`src/rtl/dite_pkg.sv`:
```
// Package: TERC4 table, BCH parity helper and shared constants for the data island encoder.
package dite_pkg;

  localparam int unsigned ISLAND_WORDS = 36;
  localparam int unsigned IDX_W        = 6;
  localparam int unsigned LANE_W       = 10;
  localparam int unsigned WORD_W       = 3 * LANE_W;

  localparam logic [IDX_W-1:0]  IDX_LAST       = IDX_W'(ISLAND_WORDS - 1);
  localparam logic [IDX_W-1:0]  IDX_DATA_FIRST = 6'd2;
  localparam logic [IDX_W-1:0]  IDX_DATA_END   = 6'd34;

  localparam logic [LANE_W-1:0] GUARD_SYMBOL   = 10'h133;
  localparam logic [1:0]        GUARD_CODE_HI  = 2'b11;   // 0xC with the sync bits below
  localparam logic [7:0]        BCH_POLY       = 8'h83;
  localparam logic [31:0]       SHUF_MASK_A    = 32'h00aa00aa;
  localparam logic [31:0]       SHUF_MASK_B    = 32'h0000cccc;

  // Subpackets with their parity byte appended: byte 7 is parity.
  typedef logic [3:0][63:0] sub_t;

  function automatic logic [LANE_W-1:0] terc4(input logic [3:0] code);
    logic [LANE_W-1:0] sym;
    case (code)
      4'h0:    sym = 10'h29C;
      4'h1:    sym = 10'h263;
      4'h2:    sym = 10'h2E4;
      4'h3:    sym = 10'h2E2;
      4'h4:    sym = 10'h171;
      4'h5:    sym = 10'h11E;
      4'h6:    sym = 10'h18E;
      4'h7:    sym = 10'h13C;
      4'h8:    sym = 10'h2CC;
      4'h9:    sym = 10'h139;
      4'hA:    sym = 10'h19C;
      4'hB:    sym = 10'h2C6;
      4'hC:    sym = 10'h28E;
      4'hD:    sym = 10'h271;
      4'hE:    sym = 10'h163;
      4'hF:    sym = 10'h2C3;
      default: sym = 10'h29C;
    endcase
    return sym;
  endfunction

  // Byte-wise reflected LFSR over the first nbytes bytes, byte 0 first.
  // Pure XOR network once the constant count is folded in.
  function automatic logic [7:0] bch_calc(input logic [55:0] data, input logic [2:0] nbytes);
    logic [7:0] ecc;
    logic [7:0] s;
    ecc = 8'h00;
    for (int k = 0; k < 7; k++) begin
      if (3'(k) < nbytes) begin
        s = ecc ^ data[8*k +: 8];
        for (int b = 0; b < 8; b++) begin
          if (s[0]) s = (s >> 1) ^ BCH_POLY;
          else      s = s >> 1;
        end
        ecc = s;
      end
    end
    return ecc;
  endfunction

endpackage

```
`src/rtl/dite_word.sv`:
```
// Word formatter: builds one 30-bit three-lane symbol word of the island from the held packet.
module dite_word
  import dite_pkg::*;
(
  input  logic [31:0]       hdr,       // header bytes plus parity in bits 31:24
  input  sub_t              sub,
  input  logic [1:0]        hv,        // line levels: vsync in bit 1, hsync in bit 0
  input  logic [IDX_W-1:0]  idx,
  output logic [WORD_W-1:0] word
);

  logic [IDX_W-1:0]  s_full;
  logic [4:0]        s;
  logic              is_guard;
  logic              hbit;
  logic              flag;
  logic [2:0]        bpos;
  logic [31:0]       v;
  logic [31:0]       t1;
  logic [31:0]       v1;
  logic [31:0]       t2;
  logic [31:0]       v2;
  logic [3:0]        nib1;
  logic [3:0]        nib2;
  logic [LANE_W-1:0] lane0;
  logic [LANE_W-1:0] lane1;
  logic [LANE_W-1:0] lane2;

  assign s_full   = idx - IDX_DATA_FIRST;
  assign s        = s_full[4:0];
  assign is_guard = (idx < IDX_DATA_FIRST) || (idx >= IDX_DATA_END);
  assign hbit     = hdr[s];
  assign flag     = (s != 5'd0);
  assign bpos     = s[4:2];

  assign v = {sub[3][8*bpos +: 8], sub[2][8*bpos +: 8],
              sub[1][8*bpos +: 8], sub[0][8*bpos +: 8]};

  // two delta swaps
  assign t1 = (v ^ (v >> 7)) & SHUF_MASK_A;
  assign v1 = v ^ t1 ^ (t1 << 7);
  assign t2 = (v1 ^ (v1 >> 14)) & SHUF_MASK_B;
  assign v2 = v1 ^ t2 ^ (t2 << 14);

  always_comb begin
    case (s[1:0])
      2'd0: begin
        nib1 = v2[3:0];
        nib2 = v2[11:8];
      end
      2'd1: begin
        nib1 = v2[19:16];
        nib2 = v2[27:24];
      end
      2'd2: begin
        nib1 = v2[7:4];
        nib2 = v2[15:12];
      end
      2'd3: begin
        nib1 = v2[23:20];
        nib2 = v2[31:28];
      end
      default: begin
        nib1 = v2[3:0];
        nib2 = v2[11:8];
      end
    endcase
  end

  always_comb begin
    if (is_guard) begin
      lane0 = terc4({GUARD_CODE_HI, hv});
      lane1 = GUARD_SYMBOL;
      lane2 = GUARD_SYMBOL;
    end else begin
      lane0 = terc4({flag, hbit, hv});
      lane1 = terc4(nib1);
      lane2 = terc4(nib2);
    end
  end

  assign word = {lane2, lane1, lane0};

endmodule

```
`src/rtl/data_island_terc4_encoder_core.sv`:
```
// Top level: data island encoder, packet register, word counter and output register.
//
//  channel | handshake          | payload
//  --------+--------------------+------------------------------------------------------
//  input   | start, busy        | in_header_bytes, in_subpacket_a..d, in_vsync_on, in_hsync_on
//  result  | out_valid (strobe) | out_symbol_word, out_word_index, out_last_word
//
// One packet gives 36 words, one per cycle, paced by the word counter.
// The first word passes the packet register and then the output register after the transfer.
// busy drops while word 35 is formed, so packets can follow with no gap between islands.
// Reset clears the counter and the strobe; the receiver cannot stall the result channel.
module data_island_terc4_encoder_core
  import dite_pkg::*;
(
  input  logic              clk,
  input  logic              rst_n,
  input  logic              start,
  output logic              busy,
  input  logic [23:0]       in_header_bytes,
  input  logic [55:0]       in_subpacket_a,
  input  logic [55:0]       in_subpacket_b,
  input  logic [55:0]       in_subpacket_c,
  input  logic [55:0]       in_subpacket_d,
  input  logic              in_vsync_on,
  input  logic              in_hsync_on,
  output logic              out_valid,
  output logic [WORD_W-1:0] out_symbol_word,
  output logic [IDX_W-1:0]  out_word_index,
  output logic              out_last_word
);

  logic              active_r;
  logic              active_nxt;
  logic [IDX_W-1:0]  cnt_r;
  logic [IDX_W-1:0]  cnt_nxt;
  logic [31:0]       hdr_r;
  sub_t              sub_r;
  logic [1:0]        hv_r;
  logic              accept;
  logic [WORD_W-1:0] word;
  logic              out_valid_r;
  logic [WORD_W-1:0] out_word_r;
  logic [IDX_W-1:0]  out_idx_r;
  logic              out_last_r;

  assign busy   = active_r && (cnt_r != IDX_LAST);
  assign accept = start && !busy;

  always_comb begin
    active_nxt = active_r;
    cnt_nxt    = cnt_r;
    if (accept) begin
      active_nxt = 1'b1;
      cnt_nxt    = '0;
    end else if (active_r) begin
      if (cnt_r == IDX_LAST) begin
        active_nxt = 1'b0;
      end else begin
        cnt_nxt = cnt_r + 6'd1;
      end
    end
  end

  always_ff @(posedge clk) begin
    if (!rst_n) begin
      active_r    <= 1'b0;
      cnt_r       <= '0;
      out_valid_r <= 1'b0;
    end else begin
      active_r    <= active_nxt;
      cnt_r       <= cnt_nxt;
      out_valid_r <= active_r;
    end
  end

  // packet register, parity bytes computed on the way in
  always_ff @(posedge clk) begin
    if (accept) begin
      hdr_r    <= {bch_calc({32'd0, in_header_bytes}, 3'd3), in_header_bytes};
      sub_r[0] <= {bch_calc(in_subpacket_a, 3'd7), in_subpacket_a};
      sub_r[1] <= {bch_calc(in_subpacket_b, 3'd7), in_subpacket_b};
      sub_r[2] <= {bch_calc(in_subpacket_c, 3'd7), in_subpacket_c};
      sub_r[3] <= {bch_calc(in_subpacket_d, 3'd7), in_subpacket_d};
      hv_r     <= {~in_vsync_on, ~in_hsync_on};
    end
  end

  dite_word u_word (
    .hdr  (hdr_r),
    .sub  (sub_r),
    .hv   (hv_r),
    .idx  (cnt_r),
    .word (word)
  );

  always_ff @(posedge clk) begin
    out_word_r <= word;
    out_idx_r  <= cnt_r;
    out_last_r <= active_r && (cnt_r == IDX_LAST);
  end

  assign out_valid       = out_valid_r;
  assign out_symbol_word = out_word_r;
  assign out_word_index  = out_idx_r;
  assign out_last_word   = out_valid_r && out_last_r;

endmodule

```
`config.mk`:
```
export PLATFORM = sky130hd
export DESIGN_NAME = data_island_terc4_encoder_core
export DESIGN_NICKNAME = d
export VERILOG_FILES = /design/src/rtl/dite_pkg.sv /design/src/rtl/dite_word.sv /design/src/rtl/data_island_terc4_encoder_core.sv
export SDC_FILE = /design/constraint.sdc
export NUM_CORES = 1
export LEC_CHECK = 0
export BUFFER_PORTS_ARGS = -buffer_cell sky130_fd_sc_hd__buf_2
export CELL_PAD_IN_SITES_DETAIL_PLACEMENT = 0
export CELL_PAD_IN_SITES_GLOBAL_PLACEMENT = 1
export CORE_MARGIN = 2
export CORE_UTILIZATION = 35
export DETAILED_ROUTE_END_ITERATION = 10
export HOLD_SLACK_MARGIN = 0.12
export PLACE_DENSITY_LB_ADDON = 0.1
export REMOVE_ABC_BUFFERS = 1
export SYNTH_ARGS = -nofsm -noshare
export SYNTH_HDL_FRONTEND = slang
export SYNTH_SLANG_ARGS = --single-unit
```
`constraint.sdc`:
```
create_clock -name clk -period 19.2 [get_ports clk]
set_input_delay 1.92 -clock clk [delete_from_list [all_inputs] [get_ports clk]]
set_output_delay 1.92 -clock clk [all_outputs]
set_load 0.01 [all_outputs]
```
## Word level (Yosys, flattened, before mapping)

Memory sizes are Yosys's and may differ from the RTL's. A register that Yosys moved wholly into a read port is not among the register bits.
Index checks and enable logic that the tools add are counted.

- Add/subtract/negate cells: 2
- Order comparisons: 3
- Eq/ne operators: 8
- Shift operators: 4
- Mux-type cells: 500
- Bitwise gates (word level): 284
- Reduce and logical (&&, ||, !) cells: 11

Operators with widths:

| kind | count |
|---|---|
| two-way mux 8 bit | 486 |
| NOT 2 -> 3 bit | 248 |
| indexed part select 64 x 7 -> 8 bit | 4 |
| bitwise XOR 8 bit | 26 |
| case mux 10 bit (4 select lines) | 1 |
| case mux 4 bit (4 select lines) | 2 |
| bitwise XOR 32 x 16 -> 32 bit | 1 |
| bitwise XOR 32 x 24 -> 32 bit | 1 |
| bitwise XOR 32 x 30 -> 32 bit | 1 |
| bitwise XOR 32 x 31 -> 32 bit | 1 |
| bitwise XOR 24 bit | 1 |
| bitwise XOR 16 bit | 1 |
| two-way mux 10 bit | 1 |
| two-way mux 2 bit | 5 |
| equality test 2 bit (second input constant) | 4 |
| adder 6 x 1 -> 6 bit (second input constant) | 1 |
| equality test 6 bit (second input constant) | 1 |
| greater-or-equal comparator 6 bit (second input constant) | 1 |
| < comparator 5 x 6 -> 1 bit (second input constant) | 1 |
| < comparator 6 x 2 -> 1 bit (second input constant) | 1 |
| != test 6 bit (second input constant) | 1 |
| binary-select mux 1 bit (select 5 bit) | 1 |
| nonzero test 5 bit | 1 |
| subtractor 5 x 2 -> 5 bit (second input constant) | 1 |
| other kinds (9) | 20 |

- Flip-flop bits (word level): 315
- Bits in read-only memories: 480
- Input port bits: 253
- Output and inout port bits: 39
- Logic and storage cells: 832
- Memories: 3

Memory list:

| memory | words | width | rd ports | clocked after memory_dff | write ports | RTL line | RTL |
|---|---|---|---|---|---|---|---|
| (name not given) | 16 | 10 | 1 | 0 | 0 | dite_pkg.sv:24 | `case (code)` |
| (name not given) | 16 | 10 | 1 | 1 | 0 | dite_pkg.sv:24 |  |
| (name not given) | 16 | 10 | 1 | 1 | 0 | dite_pkg.sv:24 |  |

## Longest topological paths before layout

Gate-level depths: netlist of the first run.

- Word-level depth: 175
- Gate-level depth with buffers: 19
- Gate-level depth less buffers: 14

## By module

Synthesis of the first run repeated with hierarchy kept, for this count alone.

- Cells, all modules: 1382
- Area total of the unflattened synthesis: 21062.7 sq um

By module, submodules not included:

| module | instances | cells each | area each (sq um) | sequential area each (sq um) |
|---|---|---|---|---|
| data_island_terc4_encoder_core | 1 | 1008 | 17315.4 | 9609.2 |
| dite_word | 1 | 374 | 3747.3 | 0.0 |

## Worst setup path before layout of the first run

OpenSTA, ideal clock, no wires.

- Path kind: input to register
- Start point: input port start
- End point: register cnt_r[0]
- Arrival: 15427 ps
- Required time: 19073 ps
- Setup slack: 3645 ps
- Cell stages on the path: 3
- Path buffers: 0
- Path through: nor2b_1 -> nand2b_1 -> nor2_1

- Word-level cells in the longest chain between the ends: 2

Ends and longest elaborated chain:

| what | RTL line | RTL |
|---|---|---|
| start: declaration | data_island_terc4_encoder_core.sv:17 | `input logic start,` |
| logical AND 1 bit | data_island_terc4_encoder_core.sv:47 | `assign accept = start && !busy;` |
| OR reduction 2 bit (no source line) | - |  |
| end signal: assignment | data_island_terc4_encoder_core.sv:71 | `cnt_r <= cnt_nxt;` |
| end: declaration | data_island_terc4_encoder_core.sv:34 | `logic [IDX_W-1:0] cnt_r;` |

Every way passes these cells.
A chain may end at the register's enable or synchronous reset.

## Final worst setup path of the first run

- Start point: input port in_subpacket_b[4]
- End point: register sub_r[127] (netlist bit) (data pin)

- Word-level cells in the longest chain between the ends: 143
- Elaborated cells on any way between the ends: 168

Ends and longest elaborated chain:

| what | RTL line | RTL |
|---|---|---|
| start: declaration | data_island_terc4_encoder_core.sv:21 | `input logic [55:0] in_subpacket_b,` |
| two-way mux 8 bit * | dite_pkg.sv:56 | `if (s[0]) s = (s >> 1) ^ BCH_POLY;` |
| two-way mux 8 bit * | data_island_terc4_encoder_core.sv:78 | `if (accept) begin` |
| two-way mux 8 bit * | dite_pkg.sv:56 |  |
| two-way mux 8 bit * | data_island_terc4_encoder_core.sv:78 |  |
| NOT 2 -> 3 bit (no source line) | - |  |
| two-way mux 8 bit * | dite_pkg.sv:56 |  |
| two-way mux 8 bit * | data_island_terc4_encoder_core.sv:78 |  |
| NOT 2 -> 3 bit (no source line) | - |  |
| [... 127 more ...] | - |  |
| NOT 2 -> 3 bit (no source line) / two-way mux 8 bit (equally long branches) | - |  |
| two-way mux 8 bit * | dite_pkg.sv:56 |  |
| two-way mux 8 bit * | data_island_terc4_encoder_core.sv:78 |  |
| two-way mux 8 bit * | dite_pkg.sv:56 |  |
| two-way mux 8 bit * | data_island_terc4_encoder_core.sv:78 |  |
| NOT 2 -> 3 bit (no source line) / two-way mux 8 bit (equally long branches) | - |  |
| two-way mux 8 bit * | dite_pkg.sv:56 |  |
| two-way mux 8 bit * | data_island_terc4_encoder_core.sv:78 |  |
| end: declaration | data_island_terc4_encoder_core.sv:37 | `sub_t sub_r;` |

Every way passes the cells marked *; elsewhere a longest branch is shown, timed or not. The select of a mux whose other input is x is not followed.

==> run_results.csv, run 1 <==
group,metric,value,unit
die,die_width,248,um
layout,nets,1996,
layout,multi_input_comb_area,11100,sq um
die,placeableCoreArea,59000,sq um
route,drt_first_iter_violations,666,
grt,grt_start_max_net_pins,83,
grt,grt_first_pass_wirelength,85.1,mm
worst_setup_path,critPathKind,"input pin to flop",
worst_setup_path,critPathSlowestCell,"xnor2_1",
status,run_status,"complete, no violations",
synthesis,synthDistinctLibCells,58,
clock_network,tritoncts,"built",
route,wire_per_inst,23.2,um
route,wirelength,58.4,mm
die,ioPinCount,292,
layout,areaGrowthSynthToFinish,18.6,%
worst_setup_path,critical_path_arrival,5940,ps
synthesis,yosysWarningCount,0,
clock_network,hold_buffers,0,
synthesis,share_of_synthesized_cell_area_in_full_adder_half_adder_and_majority_cells,1.80,%
layout,seq_area,9610,sq um
synthesis,post_synth_inst_count,1406,
clock_network,clkLatencyLatePin,570,ps
hold_path,holdCritPathClass,"flop to flop",
worst_setup_path,cp_cell_sequence,"buf_2 > xnor2_1 > xnor2_1 > xnor3_2 > xnor3_1 > xor3_2 > xnor2_4 > xor3_2 > xnor3_2 > xnor2_4 > xnor3_1",
worst_setup_path,worst-endpoint-required,19500,ps
timing,final_hold_viol_count,0,
clock_network,cts_post_setup_buffers_inserted,0,
layout,stdcell_count,2519,
worst_setup_path,crit_path_end_kind,"flop",
die,floorplan.initialDensity,35.3,%
timing,finalClockSkew,26.1,ps
job,max-cap-violations,0,
grt,global_route.usage.total,19.1,%
timing,period_needed,5640,ps
timing,maxSlewHeadroom,22.2,%
route,drt_first_pass_iters,5,
route,routed_via_density,4.84,
synthesis,synthMuxAreaShare,8.13,%
synthesis,largest_family_of_logic_cells_by_synthesized_area,"XOR/XNOR gates",
placement,place.port_buffers,291,
timing,setup_viol_count_final,0,
layout,final_layout_size_suffix_gt1_share,26.8,%
die,chipHeight,248,um
synthesis,synth-main-ff-cell,"edfxtp_1",
clock_network,h_tree_depth_reported_by_cts,2,
synthesis,number_of_synthesized_register_bits,335,
clock_network,tritoncts.num_buffers,41,
timing,rsz0062_at_grt,"no",
worst_setup_path,critPathMaxFanout,4,
timing,timing.setup.tns,0,ps
die,rows,89,
clock_network,cts-resized-gates,0,
route,detail-route-antenna-nets,0,
timing,drv_slew,0,
worst_setup_path,startpoint_type,"input pin",
route,detailroute.via_count,12200,
timing,period_share,29.4,%
grt,grt_remaining_overflow,0,
synthesis,synthesis.area_per_instance,14.8,sq um
synthesis,async_reset_ff_share,0,%
layout,final_cell_mix,"xnor2_1, buf_2, edfxtp_1, xor2_1, xnor3_1",
layout,nFillCells,5575,
placement,globalplace.congestion,0.832,
die,die_area,61600,sq um
timing,fmaxAchievable,177,MHz
placement,numPlacedInstances,2443,
clock_network,clock_sink_count,335,
worst_setup_path,critical_path.max_stage_delay,570,ps
clock_network,cts.reportedPaths.clkPinSlew,60,ps
synthesis,post_synthesis_share_of_cell_area_spent_on_and_or_nand_and_nor_gates,3.72,%
timing,max_slew.worst_pin.slew,1160,ps
synthesis,synth_seq_area_share,46.1,%
clock_network,clk_root_buffer_cell,"clkbuf_16",
layout,most_common_library_cell_in_the_layout_ignoring_fill_and_taps,"xnor2_1",
grt,vias_in_the_first_global_route,12900,
placement,place.detailed.hpwl,45.1,mm
synthesis,synth_xor_area_share,36.3,%
synthesis,mappedNetlistArea,20900,sq um
synthesis,synth_enable_flop_cells,290,
synthesis,area_fraction_in_compound_gates_after_synthesis,2.86,%
clock_network,cts_max_path_buffers,3,
route,post-route-drc-count,0,
grt,number_of_antenna_violations_at_the_first_check_in_global_routing,0,
[state kept, by name, indices dropped and copies added, names as in the netlist]
signal / cells
active_r: 1
hdr_r: 32
out_last_r: 1
hv_r: 2
out_valid: 1
out_symbol_word: 30
out_word_index: 6
sub_r: 256
cnt_r: 6
[cell usage after synthesis (4+ instances only)]
cell type | number | area, sq um
a211oi_1 | 4 | 30.0
a21oi_1 | 24 | 120
a31oi_1 | 5 | 31.3
and2_1 | 4 | 25.0
buf_1 | 5 | 18.8
clkbuf_1 | 32 | 120
dfxtp_1 | 45 | 901
edfxtp_1 | 290 | 8710
ha_1 | 30 | 375
inv_1 | 24 | 90.1
mux2i_1 | 21 | 210
mux4_2 | 65 | 1460
nand2_1 | 89 | 334
nand2b_1 | 4 | 25.0
nand3_1 | 20 | 100
nand4_1 | 4 | 25.0
nor2_1 | 36 | 135
nor2b_1 | 4 | 25.0
nor3_1 | 7 | 35.0
o2111ai_1 | 5 | 43.8
o21a_1 | 4 | 30.0
o21ai_0 | 15 | 75.1
o22ai_1 | 10 | 62.6
xnor2_1 | 356 | 3120
xnor3_1 | 108 | 2430
xnor3_2 | 8 | 190
xor2_1 | 112 | 981
xor3_1 | 23 | 547
xor3_2 | 5 | 125
[layer usage]
metal	vias to the layer above	track usage, %	share of wire, %
met2	322	31.9	48
met1	6104	26.0	45
met5	-	0	0
met4	0	4.81	2.0
met3	64	2.89	5.0
li1	5693	-	-
[layout make-up]
type,instances,share of cell area [%]
antenna,1,0.0101
clock buffer,50,4.75
clock inverter,25,1.18
inverter,24,0.364
multi-input combinational,1008,44.7
sequential,335,38.8
tap,773,3.91
timing repair buffer,303,6.25
[logic make-up (layout without fill, tap and decap cells)]
group,count (synthesis),in the layout
AO/OA/AOI/OAI,91,91
other,0,1
buffers and inverters,63,402
multiplexers,88,88
flip-flops,335,335
AND/OR/NAND/NOR,179,179
XOR/XNOR,620,620
adder cells (fa/ha/maj),30,30
[path summary, 6_finish.rpt]
path              slack [ps]                              to                   from  cells past startpoint
setup / recovery       13560        sub_r[127]$_SDFFCE_PN0P_      in_subpacket_b[4]                     11
hold / removal           460       out_word_index[5]$_DFF_P_  cnt_r[5]$_SDFFE_PP0P_                      0
setup reg to reg       14350  out_symbol_word[26]$_SDFF_PN0_  cnt_r[2]$_SDFFE_PP0P_                     11
hold reg to reg          460       out_word_index[5]$_DFF_P_  cnt_r[5]$_SDFFE_PP0P_                      0
[stage by stage]
step	setup slack, ps	hold WS (ps)	instance area [sq um]	utilization [%]
2_1_floorplan	3650	400	20700	-
3_3_place_gp	13050	442	23300	39.4
3_5_place_dp	13010	441	23300	39.4
4_1_cts	13600	455	24700	41.9
5_1_grt	13370	485	24700	41.9
6_report	13560	459	24700	41.9
[worst max-delay path, delay by kind of cell]
family / cells / cell delay (ps)
xor gates and xnor gates: 10 / 3880
buffers and inverters: 1 / 130
Power of run 1 is left out: the tool's default activity adds up to more than one toggle a clock period on the data nets, which glitch-free logic cannot reach.
==> run 2, diff against run 1 <==
==> constraint.sdc (replaced) <==
create_clock -name clk -period 4.6 [get_ports clk]
set_input_delay 0.46 -clock clk [delete_from_list [all_inputs] [get_ports clk]]
set_output_delay 0.46 -clock clk [all_outputs]
set_load 0.01 [all_outputs]
==> run 2 against run 1 <==
Net effect: setup slack lost 13000 ps; non-clock buffer count increased by 192; cell area is 7.5% higher; final cell count grew 7.7%; utilization grew 3.1 points; first-iteration DRC count increased by 8.4%; clock skew shrank 14 ps; via count is 6.0% higher; clock-buffer cell count grew 1.
==> run_results.csv, run 2 (synthesized netlist as in run 1, its figures left out) <==
group,metric,value,unit
worst_setup_path,critPathSlowestCell,"dlygate4sd3_1",
worst_setup_path,critical_path.max_stage_delay,530,ps
layout,antennaDiodeCount,0,
worst_setup_path,critPathKind,"input pin to flop",
clock_network,tritoncts.num_buffers,43,
placement,place.detailed.hpwl,45.9,mm
clock_network,cts_max_path_buffers,3,
timing,setup_viol_count_final,0,
route,detailroute.via_count,12900,
grt,grt_remaining_overflow,0,
clock_network,tritoncts,"built",
die,placeableCoreArea,59000,sq um
route,post-route-drc-count,0,
timing,max_slew.worst_pin.slew,1080,ps
grt,vias_in_the_first_global_route,13500,
layout,areaGrowthSynthToFinish,27.5,%
clock_network,clk_root_buffer_cell,"clkbuf_16",
timing,fin_worst_hold_slack,145,ps
worst_setup_path,startpoint_type,"input pin",
route,detail-route-antenna-nets,0,
worst_setup_path,critical_path_arrival,4810,ps
route,drt_first_pass_iters,7,
worst_setup_path,critical_path_buf_inv_count,2,
layout,nFillCells,5435,
die,die_width,248,um
worst_setup_path,crit_path_end_kind,"flop",
grt,number_of_antenna_violations_at_the_first_check_in_global_routing,0,
hold_path,whs_path_depth,1,
clock_network,h_tree_depth_reported_by_cts,2,
clock_network,clkLatencyLatePin,560,ps
worst_setup_path,cp.depth,12,
job,max-cap-violations,0,
worst_setup_path,critical-path-top-cell-by-count,"xnor3_1",
timing,fmaxAchievable,222,MHz
layout,final_layout_size_suffix_gt1_share,26.9,%
placement,globalplace.congestion,0.866,
die,die_area,61600,sq um
worst_setup_path,cp_top_family,"XOR/XNOR gates",
worst_setup_path,critPathMaxFanout,3,
layout,post-route-util,45.1,%
die,chipHeight,248,um
clock_network,clock_sink_count,335,
timing,timing.setup.tns,0,ps
clock_network,cts.reportedPaths.clkPinSlew,60,ps
layout,largest_register_ffs,256,
die,rows,89,
worst_setup_path,worst_r2r_path_depth,13,
route,routed_via_density,4.76,
hold_path,holdCritPathClass,"input pin to flop",
timing,finalClockSkew,11.7,ps
layout,regMostFlops,"sub_r",
die,ioPinCount,292,
layout,most_common_library_cell_in_the_layout_ignoring_fill_and_taps,"xnor2_1",
timing,maxSlewHeadroom,27.6,%
layout,seq_area,9610,sq um
timing,final_hold_viol_count,0,
worst_setup_path,cp_cell_sequence,"dlygate4sd3_1 > buf_2 > xnor3_1 > xor2_1 > xor2_1 > xnor3_1 > xnor2_1 > xnor3_1 > xor3_2 > xnor3_2 > xnor2_4 > xnor3_1",
route,wire_per_inst,22.0,um
route,wirelength,59.8,mm
status,run_status,"complete, no violations",
grt,grt_first_pass_wirelength,87.0,mm
placement,place.port_buffers,291,
timing,period_needed,4510,ps
grt,grt_start_max_net_pins,93,
route,drt_first_iter_violations,722,
clock_network,cts_post_setup_buffers_inserted,0,
layout,nets,2190,
timing,rsz0062_at_grt,"no",
die,floorplan.initialDensity,35.3,%
timing,period_share,98.0,%
timing,drv_slew,0,
worst_setup_path,worst-endpoint-required,4900,ps
grt,global_route.usage.total,19.4,%
layout,final_cell_mix,"xnor2_1, buf_2, edfxtp_1, dlygate4sd3_1, xor2_1",
layout,multi_input_comb_area,11100,sq um
## run 2: cell count changes in the layout (fill, tap and decap cells not counted), moves of 2 or more
cell	before	now
dlygate4sd3_1	0	141
xnor2_2	3	7
clkinv_1	2	8
clkbuf_8	1	3
clkinvlp_4	2	5
clkinv_2	11	9
xor2_2	1	3
bufinv_16	6	2
buf_4	12	55
xnor2_1	356	352
xor2_1	111	109
buf_12	0	8
## run 2: final timing paths
path                                            start                             end  slack, ps
worst min-delay path               in_subpacket_a[27]             sub_r[27]$_DFFE_PP_        150
worst max register to register  cnt_r[2]$_SDFFE_PP0P_  out_symbol_word[14]$_SDFF_PN1_        440
worst min register to register  cnt_r[4]$_SDFFE_PP0P_       out_word_index[4]$_DFF_P_        450
worst max-delay path               in_subpacket_b[13]        sub_r[127]$_SDFFCE_PN0P_         90
## run 2: final cells by class
class | instances | area share, %
multi-input combinational | 1008 | 41.7
sequential | 335 | 36.1
timing repair buffer | 495 | 12.9
clock buffer | 51 | 4.43
tap | 773 | 3.64
clock inverter | 28 | 0.781
inverter | 24 | 0.339
## run 2: what timing repair did
item / CTS / global route
hold buffers: 140 / 1
gates resized for setup: 0 / 6
endpoints found under the setup margin: 0 / 5
endpoints found under the hold margin: 140 / 1
## run 2: per-stage QoR
stage / cell area (sq um) / instances / setup slack [ps]
3_5_place_dp: 23800 / 2494 / 16.5
4_1_cts: 26500 / 2713 / 122
2_1_floorplan: 20700 / 1367 / -10630
6_report: 26600 / 2714 / 89.8
5_1_grt: 26600 / 2714 / 14.1
3_3_place_gp: 23800 / 2494 / 84.7
## run 2: per-layer routing
layer	up-vias	track usage, %	routed length, um
met2	334	32.7	29100
met5	-	0	0
met3	65	3.00	2870
met1	6421	26.2	26700
met4	0	4.78	1120
li1	6090	-	-
Power of run 2 is left out for the same reason.
==> run 3, diff against run 2 <==
--- a/config.mk
+++ b/config.mk
@@ -16,4 +16,5 @@
 export REMOVE_ABC_BUFFERS = 1
 export SYNTH_ARGS = -nofsm -noshare
 export SYNTH_HDL_FRONTEND = slang
+export SYNTH_HIERARCHICAL = 1
 export SYNTH_SLANG_ARGS = --single-unit
==> run 3 against run 2 <==
Net effect: die area increased by 0.96%; synthesized cell count decreased by 1.7%; fmax about the same; critical path type unchanged; highest routed layer is now met5; largest cell class unchanged; non-clock buffer count increased by 17; routed wire length decreased by 0.84%; final cell count about the same; clock skew decreased by 0.95 ps; global-route usage decreased by 0.32 points; clock-buffer cell count increased by 10.
==> run_results.csv, run 3 <==
group,metric,value,unit
status,run_status,"complete, no violations",
worst_setup_path,critPathKind,"input pin to flop",
timing,maxSlewHeadroom,41.8,%
layout,areaGrowthSynthToFinish,27.6,%
worst_setup_path,critical_path.max_stage_delay,540,ps
synthesis,synth_enable_flop_cells,290,
route,drt_first_pass_iters,4,
synthesis,count_leader_synth,"xnor2_1",
synthesis,synth-main-ff-cell,"edfxtp_1",
clock_network,clk_root_buffer_cell,"clkbuf_16",
worst_setup_path,critical_path_arrival,4820,ps
synthesis,post_synth_inst_count,1382,
clock_network,tritoncts.num_buffers,43,
timing,setup_viol_count_final,0,
timing,period_needed,4510,ps
die,rows,89,
layout,final_layout_size_suffix_gt1_share,27.7,%
clock_network,cts_max_path_buffers,3,
route,wirelength,59.3,mm
clock_network,clock_sink_count,335,
clock_network,h_tree_depth_reported_by_cts,2,
die,die_width,249,um
timing,timing.final.ws_setup,86.3,ps
synthesis,yosys-top-cells-area,"edfxtp_1, xnor2_1, xnor3_1, mux4_2, xor2_1",
timing,fmaxAchievable,222,MHz
grt,grt_start_max_net_pins,74,
die,chipHeight,249,um
synthesis,async_reset_ff_share,0,%
die,placeableCoreArea,59200,sq um
route,detailroute.via_count,12800,
timing,timing.setup.tns,0,ps
placement,place.port_buffers,291,
grt,grt_remaining_overflow,0,
synthesis,yosysWarningCount,6,
synthesis,synth_top_cell_by_area,"edfxtp_1",
layout,nets,2182,
grt,number_of_antenna_violations_at_the_first_check_in_global_routing,2,
hold_path,holdCritPathClass,"input pin to flop",
synthesis,yosys.area.top_type_share,41.3,%
synthesis,synthDistinctLibCells,75,
route,post-route-drc-count,0,
layout,largest_register_ffs,256,
placement,globalplace.congestion,0.818,
timing,final_hold_viol_count,0,
worst_setup_path,worst-endpoint-required,4900,ps
timing,max_slew.worst_pin.slew,873,ps
grt,vias_in_the_first_global_route,13900,
job,max-cap-violations,0,
grt,global_route.usage.total,19.1,%
die,die_area,62200,sq um
synthesis,synthesis.area_per_instance,15.2,sq um
route,detail-route-antenna-nets,0,
route,drt_first_iter_violations,649,
route,wire_per_inst,21.8,um
timing,period_share,98.1,%
placement,dpl-instance-area,23800,sq um
synthesis,number_of_synthesized_register_bits,335,
synthesis,mappedNetlistArea,21100,sq um
timing,drv_slew,0,
clock_network,clkLatencyLatePin,560,ps
layout,stdcell_count,2713,
clock_network,tritoncts,"built",
layout,regMostFlops,"sub_r",
layout,final_cell_mix,"xnor2_1, buf_2, edfxtp_1, dlygate4sd3_1, xor2_1",
placement,place.detailed.hpwl,44.8,mm
layout,postLayoutCellArea,26900,sq um
die,floorplan.initialDensity,35.6,%
worst_setup_path,critPathSlowestCell,"dlygate4sd3_1",
worst_setup_path,startpoint_type,"input pin",
placement,numPlacedInstances,2473,
worst_setup_path,cp_cell_sequence,"dlygate4sd3_1 > buf_2 > xnor3_1 > xor3_2 > xnor2_2 > xnor3_1 > xnor3_2 > xnor3_2 > xnor2_4 > xnor2_2 > xnor3_2 > xnor3_1",
synthesis,synth_top_cells_by_count,"xnor2_1, edfxtp_1, xor2_1, xnor3_1, mux4_2",
grt,grt_first_pass_wirelength,88.3,mm
route,routed_via_density,4.73,
placement,dpl_worst_slack,-83.7,ps
timing,finalClockSkew,10.8,ps
worst_setup_path,critPathMaxFanout,4,
clock_network,cts.reportedPaths.clkPinSlew,60,ps
worst_setup_path,crit_path_end_kind,"flop",
layout,most_common_library_cell_in_the_layout_ignoring_fill_and_taps,"xnor2_1",
worst_setup_path,setup.reg_to_reg.worst_slack,610,ps
synthesis,synth_seq_area_share,45.6,%
die,ioPinCount,292,
run 3: cell count changes after synthesis, moves of 12 or more:
cell      before  now
xnor2_1      356  385
nand3_1       20    8
clkbuf_1      32    6
nand2_1       89   39
run 3: path summary, 6_finish.rpt:
kind | from | endpoint | cells after the start
setup / recovery | in_subpacket_a[0] | sub_r[62]$_DFFE_PP_ | 12
hold / removal | in_subpacket_c[18] | sub_r[146]$_DFFE_PP_ | 1
setup reg to reg | cnt_r[2]$_SDFFE_PP0P_ | out_symbol_word[10]$_DFF_P_ | 9
hold reg to reg | cnt_r[5]$_SDFFE_PP0P_ | out_word_index[5]$_DFF_P_ | 0
run 3: what timing repair did:
action                                  CTS  global route
hold buffers                            159             0
buffers inserted                          0             3
resized for setup                         0            13
endpoints found under the setup margin    0             7
endpoints found under the hold margin   159             0
run 3: layout make-up:
| type | count | area (sq um) |
|---|---|---|
| Antenna cell | 1 | 2.50 |
| Clock buffer | 61 | 1220 |
| Clock inverter | 16 | 185 |
| Fill cell | 5443 | 32400 |
| Inverter | 24 | 92.6 |
| Multi-Input combinational cell | 991 | 11200 |
| Sequential cell | 335 | 9610 |
| Tap cell | 773 | 967 |
| Timing Repair Buffer | 512 | 3560 |
run 3: routing by layer:
metal  global-route usage (%)  part of all wire, %  up-vias
met2                     33.1                   50      280
met4                     4.56                  2.1        2
li1                         -                    -     6099
met1                     24.6                   44     6385
met3                     3.56                  4.2       73
met5                        0                0.013        -
run 3: critical path, delay by kind of cell:
family | cells | cell delay (ps)
XOR/XNOR | 10 | 3660
buffers and inverters | 2 | 690
run 3: logic make-up after synthesis:
kind of cell	share of synthesized area [%]
multiplexers	9.42
buffers and inverters	1.44
AO/OA/AOI/OAI	3.30
AND/OR/NAND/NOR	2.85
adder cells (fa/ha/maj)	1.31
XOR/XNOR	36.1
flip-flops	45.6
run 3: metrics by stage:
stage	hold slack, ps	utilization (%)
after CTS	120	45.2
final	143	45.4
after floorplan	395	-
after detailed placement	462	40.1
after global routing	123	45.4
after global placement	447	40.1
Power of run 3 is left out for the same reason.
